$ cat src/sv/tfb_pkg.sv
// Package for the telemetry frame builder.
// Holds the item and command types, the framing constants and the sequencer phases.
// No dependencies.
package tfb_pkg;

  localparam int unsigned WordBytes = 4;
  localparam int unsigned WordW     = WordBytes * 8;
  localparam int unsigned ByteCntW  = (WordBytes > 1) ? $clog2(WordBytes) : 1;
  localparam int unsigned CmdDepth  = 2;
  localparam int unsigned CmdPtrW   = (CmdDepth > 1) ? $clog2(CmdDepth) : 1;

  localparam logic [7:0] SyncByte      = 8'hAA;
  localparam logic [7:0] FuncCodeReset = 8'hF1;

  typedef struct packed {
    logic [31:0] value_bits;
    logic [5:0]  frame_words;
    logic        start_of_frame;
  } in_item_t;

  typedef struct packed {
    logic [7:0] out_byte;
    logic       end_of_frame;
    logic       last_of_run;
  } out_item_t;

  // What one accepted word asks the serialiser to send.
  typedef struct packed {
    logic        hdr;
    logic [7:0]  len_byte;
    logic        word_vld;
    logic [31:0] word;
    logic        trailer;
  } cmd_t;

  typedef enum logic [2:0] {
    PhStart,
    PhSync0,
    PhSync1,
    PhFunc,
    PhLen,
    PhWord,
    PhTrl
  } phase_e;

endpackage

$ cat src/sv/tfb_front.sv
// Front end of the telemetry frame builder: tracks the open frame and turns each
// accepted word into a serialiser command.
// Depends on tfb_pkg.
module tfb_front (
  input  logic             clk_i,
  input  logic             rst_ni,
  input  logic             accept_i,
  input  tfb_pkg::in_item_t item_i,
  output tfb_pkg::cmd_t    cmd_o,
  output logic             cmd_vld_o
);

  logic [5:0] words_left_q, words_left_d;
  logic       frame_open_q, frame_open_d;
  tfb_pkg::cmd_t cmd;

  always_comb begin
    cmd          = '0;
    words_left_d = words_left_q;
    frame_open_d = frame_open_q;
    if (item_i.start_of_frame) begin
      // A new start abandons any unfinished frame without a trailer.
      cmd.hdr      = 1'b1;
      cmd.len_byte = 8'(32'(item_i.frame_words) * tfb_pkg::WordBytes);
      frame_open_d = 1'b1;
      words_left_d = item_i.frame_words;
      if (item_i.frame_words == 6'd0) begin
        cmd.trailer  = 1'b1;
        frame_open_d = 1'b0;
      end
    end
    if (frame_open_d && (words_left_d != 6'd0)) begin
      cmd.word_vld = 1'b1;
      cmd.word     = item_i.value_bits;
      words_left_d = words_left_d - 6'd1;
      if (words_left_d == 6'd0) begin
        cmd.trailer  = 1'b1;
        frame_open_d = 1'b0;
      end
    end
  end

  assign cmd_o     = cmd;
  assign cmd_vld_o = cmd.hdr | cmd.word_vld;

  always_ff @(posedge clk_i or negedge rst_ni) begin
    if (!rst_ni) begin
      words_left_q <= '0;
      frame_open_q <= 1'b0;
    end else if (accept_i) begin
      words_left_q <= words_left_d;
      frame_open_q <= frame_open_d;
    end
  end

endmodule

$ cat src/sv/tfb_cmd_queue.sv
// Short command queue between the front end and the serialiser.
// The head entry stays visible until the serialiser has finished with it.
// Depends on tfb_pkg.
module tfb_cmd_queue (
  input  logic          clk_i,
  input  logic          rst_ni,
  input  logic          push_i,
  input  tfb_pkg::cmd_t wdata_i,
  output logic          full_o,
  input  logic          pop_i,
  output tfb_pkg::cmd_t head_o,
  output logic          head_vld_o
);

  tfb_pkg::cmd_t mem_q [tfb_pkg::CmdDepth];
  logic [tfb_pkg::CmdPtrW-1:0] wr_ptr_q, rd_ptr_q;
  logic [tfb_pkg::CmdPtrW:0]   count_q, count_d;
  logic do_push, do_pop;

  assign full_o     = (count_q == (tfb_pkg::CmdPtrW + 1)'(tfb_pkg::CmdDepth));
  assign head_vld_o = (count_q != '0);
  assign head_o     = mem_q[rd_ptr_q];
  assign do_push    = push_i && !full_o;
  assign do_pop     = pop_i && head_vld_o;

  always_comb begin
    count_d = count_q;
    if (do_push && !do_pop) begin
      count_d = count_q + 1'b1;
    end else if (!do_push && do_pop) begin
      count_d = count_q - 1'b1;
    end
  end

  always_ff @(posedge clk_i) begin
    if (do_push) begin
      mem_q[wr_ptr_q] <= wdata_i;
    end
  end

  always_ff @(posedge clk_i or negedge rst_ni) begin
    if (!rst_ni) begin
      wr_ptr_q <= '0;
      rd_ptr_q <= '0;
      count_q  <= '0;
    end else begin
      count_q <= count_d;
      if (do_push) begin
        wr_ptr_q <= (wr_ptr_q == tfb_pkg::CmdPtrW'(tfb_pkg::CmdDepth - 1)) ? '0 : wr_ptr_q + 1'b1;
      end
      if (do_pop) begin
        rd_ptr_q <= (rd_ptr_q == tfb_pkg::CmdPtrW'(tfb_pkg::CmdDepth - 1)) ? '0 : rd_ptr_q + 1'b1;
      end
    end
  end

endmodule

$ cat src/sv/tfb_back.sv
// Back end of the telemetry frame builder: serialises the head command into bytes,
// keeps the frame checksum and drives the result register.
// Depends on tfb_pkg.
module tfb_back (
  input  logic               clk_i,
  input  logic               rst_ni,
  input  tfb_pkg::cmd_t      head_i,
  input  logic               head_vld_i,
  output logic               head_pop_o,
  input  logic [7:0]         func_code_i,
  input  logic               pop_i,
  output logic               empty_o,
  output tfb_pkg::out_item_t out_item_o
);

  tfb_pkg::phase_e phase_q, phase_d, eff_phase;
  logic [tfb_pkg::ByteCntW-1:0] cnt_q, cnt_d;
  logic [tfb_pkg::WordW-1:0]    shift_q, shift_d, word_src;
  logic [7:0] sum_q, sum_d;
  logic [7:0] byte_val;
  logic       is_trailer, clr_sum, is_last, cnt_last, fire;
  logic       out_vld_q;
  tfb_pkg::out_item_t out_q;

  assign fire      = head_vld_i && (!out_vld_q || pop_i);
  assign eff_phase = (phase_q == tfb_pkg::PhStart) ?
                     (head_i.hdr ? tfb_pkg::PhSync0 : tfb_pkg::PhWord) : phase_q;
  assign word_src  = (cnt_q == '0) ? tfb_pkg::WordW'(head_i.word) : shift_q;
  assign cnt_last  = (cnt_q == tfb_pkg::ByteCntW'(tfb_pkg::WordBytes - 1));

  // Byte selection for the current phase.
  always_comb begin
    byte_val   = tfb_pkg::SyncByte;
    is_trailer = 1'b0;
    clr_sum    = 1'b0;
    case (eff_phase)
      tfb_pkg::PhSync0: begin
        clr_sum = 1'b1;
      end
      tfb_pkg::PhSync1: begin
        byte_val = tfb_pkg::SyncByte;
      end
      tfb_pkg::PhFunc: begin
        byte_val = func_code_i;
      end
      tfb_pkg::PhLen: begin
        byte_val = head_i.len_byte;
      end
      tfb_pkg::PhWord: begin
        byte_val = word_src[tfb_pkg::WordW-1 -: 8];
      end
      tfb_pkg::PhTrl: begin
        byte_val   = sum_q;
        is_trailer = 1'b1;
      end
      default: begin
        byte_val = tfb_pkg::SyncByte;
      end
    endcase
  end

  // Phase sequencing; returning to the start phase marks the command's final byte.
  always_comb begin
    phase_d = phase_q;
    cnt_d   = cnt_q;
    case (eff_phase)
      tfb_pkg::PhSync0: phase_d = tfb_pkg::PhSync1;
      tfb_pkg::PhSync1: phase_d = tfb_pkg::PhFunc;
      tfb_pkg::PhFunc:  phase_d = tfb_pkg::PhLen;
      tfb_pkg::PhLen: begin
        if (head_i.word_vld) begin
          phase_d = tfb_pkg::PhWord;
        end else if (head_i.trailer) begin
          phase_d = tfb_pkg::PhTrl;
        end else begin
          phase_d = tfb_pkg::PhStart;
        end
      end
      tfb_pkg::PhWord: begin
        if (cnt_last) begin
          cnt_d   = '0;
          phase_d = head_i.trailer ? tfb_pkg::PhTrl : tfb_pkg::PhStart;
        end else begin
          cnt_d   = cnt_q + 1'b1;
          phase_d = tfb_pkg::PhWord;
        end
      end
      tfb_pkg::PhTrl:   phase_d = tfb_pkg::PhStart;
      default:          phase_d = tfb_pkg::PhStart;
    endcase
  end

  assign is_last    = (phase_d == tfb_pkg::PhStart);
  assign head_pop_o = fire && is_last;
  assign shift_d    = word_src << 8;
  assign sum_d      = is_trailer ? 8'h00 : ((clr_sum ? 8'h00 : sum_q) + byte_val);

  always_ff @(posedge clk_i or negedge rst_ni) begin
    if (!rst_ni) begin
      phase_q   <= tfb_pkg::PhStart;
      cnt_q     <= '0;
      sum_q     <= '0;
      out_vld_q <= 1'b0;
    end else begin
      if (fire) begin
        phase_q <= phase_d;
        cnt_q   <= cnt_d;
        sum_q   <= sum_d;
      end
      out_vld_q <= fire || (out_vld_q && !pop_i);
    end
  end

  always_ff @(posedge clk_i) begin
    if (fire) begin
      shift_q <= shift_d;
      out_q   <= '{out_byte: byte_val, end_of_frame: is_trailer, last_of_run: is_last};
    end
  end

  assign empty_o    = !out_vld_q;
  assign out_item_o = out_q;

endmodule

$ cat src/sv/telemetry_frame_builder.sv
// Top level of the telemetry frame builder: function code register, front end,
// command queue and byte serialiser.
// Depends on tfb_pkg, tfb_front, tfb_cmd_queue and tfb_back.
//
//   Channel   Handshake            Payload
//   input     push_i / full_o      in_item_i   (sample word, word count, start flag)
//   result    pop_i / empty_o      out_item_o  (frame byte, trailer flag, last flag)
//   config    cfg_we_i             cfg_wdata_i (function code)
//
// Bytes leave at one per cycle while a command is queued and the result register is
// empty or popped: a word gives WordBytes (4) bytes, a frame start adds four header
// bytes and the trailer adds one, so an item's 0 to 9 bytes set the sustained rate.
// A two-entry command queue lets the front end take new words while the
// serialiser works, and the result register holds a byte while pop_i is low.
// rst_ni clears all frame state asynchronously; the function code resets to 0xF1.
module telemetry_frame_builder (
  input  logic               clk_i,
  input  logic               rst_ni,
  input  logic               push_i,
  output logic               full_o,
  input  tfb_pkg::in_item_t  in_item_i,
  input  logic               pop_i,
  output logic               empty_o,
  output tfb_pkg::out_item_t out_item_o,
  input  logic               cfg_we_i,
  input  logic [7:0]         cfg_wdata_i
);

  logic [7:0]    func_code_q;
  logic          accept, cmd_vld, cmd_push, q_full, head_vld, head_pop;
  tfb_pkg::cmd_t cmd, head;

  always_ff @(posedge clk_i or negedge rst_ni) begin
    if (!rst_ni) begin
      func_code_q <= tfb_pkg::FuncCodeReset;
    end else if (cfg_we_i) begin
      func_code_q <= cfg_wdata_i;
    end
  end

  assign full_o   = q_full;
  assign accept   = push_i && !q_full;
  assign cmd_push = accept && cmd_vld;

  tfb_front u_front (
    .clk_i     (clk_i),
    .rst_ni    (rst_ni),
    .accept_i  (accept),
    .item_i    (in_item_i),
    .cmd_o     (cmd),
    .cmd_vld_o (cmd_vld)
  );

  tfb_cmd_queue u_queue (
    .clk_i      (clk_i),
    .rst_ni     (rst_ni),
    .push_i     (cmd_push),
    .wdata_i    (cmd),
    .full_o     (q_full),
    .pop_i      (head_pop),
    .head_o     (head),
    .head_vld_o (head_vld)
  );

  tfb_back u_back (
    .clk_i       (clk_i),
    .rst_ni      (rst_ni),
    .head_i      (head),
    .head_vld_i  (head_vld),
    .head_pop_o  (head_pop),
    .func_code_i (func_code_q),
    .pop_i       (pop_i),
    .empty_o     (empty_o),
    .out_item_o  (out_item_o)
  );

`ifndef SYNTH
  // The trailer always closes the run of bytes for its command.
  a_trailer_is_last: assert property (@(posedge clk_i) disable iff (!rst_ni)
    (!empty_o && out_item_o.end_of_frame) |-> out_item_o.last_of_run)
    else $error("trailer byte without last_of_run");

  // The serialiser only releases a command that is actually queued.
  a_pop_has_head: assert property (@(posedge clk_i) disable iff (!rst_ni)
    head_pop |-> head_vld)
    else $error("command released from an empty queue");

  // A released result byte is replaced only by serialiser work.
  a_empty_after_pop: assert property (@(posedge clk_i) disable iff (!rst_ni)
    (pop_i && !empty_o && !head_vld) |=> empty_o)
    else $error("result appeared without a queued command");
`endif

endmodule
$ cat config.mk
export PLATFORM = sky130hd
export DESIGN_NAME = telemetry_frame_builder
export DESIGN_NICKNAME = d
export VERILOG_FILES = /design/src/sv/tfb_pkg.sv /design/src/sv/tfb_front.sv /design/src/sv/tfb_cmd_queue.sv /design/src/sv/tfb_back.sv /design/src/sv/telemetry_frame_builder.sv
export SDC_FILE = /design/constraint.sdc
export NUM_CORES = 1
export LEC_CHECK = 0
export BUFFER_PORTS_ARGS = -buffer_cell sky130_fd_sc_hd__buf_4
export CAP_MARGIN = 10
export CORE_MARGIN = 2
export CORE_UTILIZATION = 54
export CTS_BUF_LIST = sky130_fd_sc_hd__clkbuf_4 sky130_fd_sc_hd__clkbuf_8 sky130_fd_sc_hd__clkbuf_16
export CTS_CLUSTER_SIZE = 30
export DETAILED_ROUTE_END_ITERATION = 7
export PLACE_DENSITY = 0.81
export SETUP_SLACK_MARGIN = 0.3
export SYNTH_ARGS = -nofsm -noshare
export SYNTH_HDL_FRONTEND = slang
export SYNTH_HIERARCHICAL = 1
export SYNTH_SLANG_ARGS = --single-unit
$ cat constraint.sdc
create_clock -name clk_i -period 3.8 [get_ports clk_i]
set_input_delay 0.38 -clock clk_i [delete_from_list [all_inputs] [get_ports clk_i]]
set_output_delay 0.38 -clock clk_i [all_outputs]
set_load 0.02 [all_outputs]
==> flow_metrics.py <==
metrics = {
    "power": {
        "power_density_nw_per_um2": 851.1,
        "p_leak_uw": 0.003478,
        "peakVddDrop_mv": 0.3505,
    },
    "final_layout": {
        "diodes": 0,
        "multi_input_area_um2": 2833,
        "final_util": 0.6294,
        "syn_to_final_growth_pct": 15.14,
        "layout-drive-gt1-share": 0.3457,
        "nFillCells": 1035,
        "area.sequential_um2": 4437,
        "final_nets": 646,
    },
    "placed_design": {
        "numPortBuffers": 63,
        "place.gp.congestion": 0.8129,
        "place_hpwl_um": 9539,
        "post-place-ws_ns": 0.3639,
    },
    "detailed_routing": {
        "top_layer": "met4",
        "dr_wl_met3_um": 645,
        "post_drt_wl_per_cell_um": 18.44,
        "dr.first_iter.drc_count": 226,
        "wl_met2_um": 7067,
        "drtAntennaViolNets": 0,
        "drc_errors": 0,
        "first_pass_iters": 4,
        "vias": 4339,
        "drt-total-wl_um": 14250,
        "wl_met1_um": 6263,
        "viasPerCell": 5.613,
    },
    "timing": {
        "tns_ns": 0,
        "fin_skew_ns": 0.008498,
        "rsz0062_at_grt": "false",
        "tightest_slew_ns": 1.023,
        "layout_setup_ws_ns": 0.4931,
        "min_period_ns": 3.307,
        "finalHoldViolCount": 0,
        "setup_viol": 0,
        "post-route-period-util": 0.8702,
        "slew_headroom": 0.3180,
        "final_max_slew_viol_count": 0,
        "max_freq_mhz": 302.4,
    },
    "yosys": {
        "avgSynthCellArea_um2": 14.62,
        "yosys.area.top_type": "edfxtp_1",
        "synthCells": 515,
        "synth.area.top_cells": "edfxtp_1 (48%), mux2_4 (9.4%), dfrtp_1 (9.3%)",
        "synthArstFlopShare": 0.2157,
        "ys.flop_type": "edfxtp_1",
        "yosysWarnings": 6,
        "yosys_register_bits": 153,
        "ys_seq_area_frac": 0.5892,
        "synth_most_common_cell": "edfxtp_1",
        "synth-edff-count": 120,
        "synth_cell_types": 69,
        "synth_top_area_frac": 0.4786,
        "yosys-top-cells-count": "edfxtp_1 (120), mux2_4 (47), and3_1 (34), mux2_2 (32), dfrtp_1 (28)",
        "synth_area_um2": 7528,
    },
    "floorplanning": {
        "num_io_pins": 64,
        "core-area_um2": 13770,
        "initial_core_util": 0.5466,
        "rows": 43,
        "die_w_um": 122.1,
        "die_area_um2": 14900,
        "die_h_um": 122.1,
    },
    "hold_path": {
        "hp-class": "in2reg",
    },
    "cts": {
        "cts_buffers": 17,
        "htreeDepth": 4,
        "cts_tree": "built",
        "clock_latency_ns": 0.43,
        "clk_pin_slew_worst_paths_ns": 0.06,
        "clock_sinks": 153,
        "cts-root-buf": "clkbuf_16",
        "postCtsSetupRepairBufs": 0,
        "max-clock-path-buffers": 2,
    },
    "worst_setup_path": {
        "worstSetupStartpointType": "flip-flop",
        "path_cells": "mux2_4 > or3_4 > a21oi_2 > buf_4 > a221o_1 > ha_1 > fa_1 > a21o_1 > a21o_1 > a21oi_1 > or4b_1 > nand3_1",
        "crit_required_ns": 4.15,
        "end_kind": "flip-flop",
        "worst_path_most_repeated_cell": "a21o_1",
        "cp_max_fo": 8,
        "cp_slowest_cell": "dfrtp_2",
        "cp.arrival_ns": 3.66,
        "criticalPathCategory": "reg2reg",
        "slowest_delay_ns": 0.52,
    },
    "run_status": {
        "status": "finished, final reports clean",
    },
    "grt": {
        "grt_usage": 0.2068,
        "grt_pass1_wl_um": 23030,
        "grt_pass1_vias": 4436,
        "antenna_found_initial": 0,
        "grt_max_degree": 44,
        "overflow": 0,
    },
    "flow_run": {
        "cap_violations": 0,
    },
}
## through the flow
step | cells | hold slack, ns | cell area, um^2 | power [uW]
finish | 773 | 0.1874 | 8668 | 7378
global route | 773 | 0.1716 | 8668 | 7804
CTS | 773 | 0.1726 | 8663 | 7404
floorplan | 516 | 0.08441 | 7541 | 5123
detailed placement | 740 | 0.3662 | 8087 | 5781
global placement | 740 | 0.3677 | 8087 | 5686
## routing by layer
metal,up-vias,track usage
met1,2155,0.2669
li1,2064,-
met5,-,0
met2,100,0.3408
met3,20,0.05290
met4,0,0.07256
## what timing repair did
| item | in CTS | in global routing |
|---|---|---|
| endpoints found under the setup margin | 0 | 2 |
| gates resized for setup | 0 | 1 |
| endpoints found under the hold margin | 28 | 0 |
| hold buffers | 1 | 0 |
## final cells by class
cell class	count	area share
Timing Repair Buffer	73	0.06351
Inverter	15	0.006495
Tap cell	180	0.02598
Multi-Input combinational cell	320	0.3268
Clock inverter	15	0.01631
Clock buffer	17	0.04908
Sequential cell	153	0.5118
## report_power, final
group	switching (uW)	leakage, uW	internal, uW
combinational	1510	0.00169	1380
sequential	314	0.00151	2570
clock	686	0.000274	913
total	2510	0.00348	4870
## registers in the layout, indices dropped and copies added (netlist names)
signal,cells
u_queue/rd_ptr_q,1
u_front/frame_open_q,1
u_back/out_vld_q,1
func_code_q,8
u_back/sum_q,8
u_queue/mem_q,86
u_queue/wr_ptr_q,1
u_back/out_item_o,10
u_back/shift_q,24
u_queue/count_q,2
u_back/phase_q,3
u_front/words_left_q,6
u_back/cnt_q,2
## critical path: cells and delay by family (launching register included)
kind,cells,cell delay (ns)
muxes,1,0.36
DFF,1,0.52
AOI/OAI and AO/OA,5,0.76
buffers and inverters,1,0.18
and+or+nand+nor,3,0.96
adders and majority gates,2,0.48
## path summary, 6_finish.rpt
check | start | end | slack (ns) | depth (start not counted)
max | u_queue/rd_ptr_q$_DFFE_PN0P_ | u_back/sum_q[6]$_DFFE_PN0P_ | 0.49 | 12
max reg2reg | u_queue/rd_ptr_q$_DFFE_PN0P_ | u_back/sum_q[6]$_DFFE_PN0P_ | 0.49 | 12
min reg2reg | u_queue/count_q[1]$_DFFE_PN0P_ | u_queue/count_q[1]$_DFFE_PN0P_ | 0.50 | 1
min in group asynchronous | rst_ni | u_back/cnt_q[0]$_DFFE_PN0P_ | 0.45 | 2
min | cfg_wdata_i[2] | func_code_q[2]$_DFFE_PN0P_ | 0.19 | 2
max in group asynchronous | rst_ni | func_code_q[6]$_DFFE_PN1P_ | 3.00 | 2
## cell usage in the layout (no fill, tap or decap), drive strengths merged, types with 5 or more instances in the layout
cell,n
nand2b,6
and2,16
ha,13
dfrtp,28
a21oi,16
nor2b,10
inv,21
dfstp,5
clkbuf,17
buf,72
xnor2,9
nor2,20
o22ai,5
clkinv,6
mux2,79
xor2,8
and3,34
o21ai,13
a22oi,7
edfxtp,120
nand2,17
## kinds of logic after synthesis
logic type,share of synthesized area
muxes,0.1469
DFF,0.5892
adders and majority gates,0.02427
buffers and inverters,0.03689
xor gates and xnor gates,0.02294
and+or+nand+nor,0.1062
AOI/OAI and AO/OA,0.07313
other,0.0004981
Power figures use the tool's default switching activity.
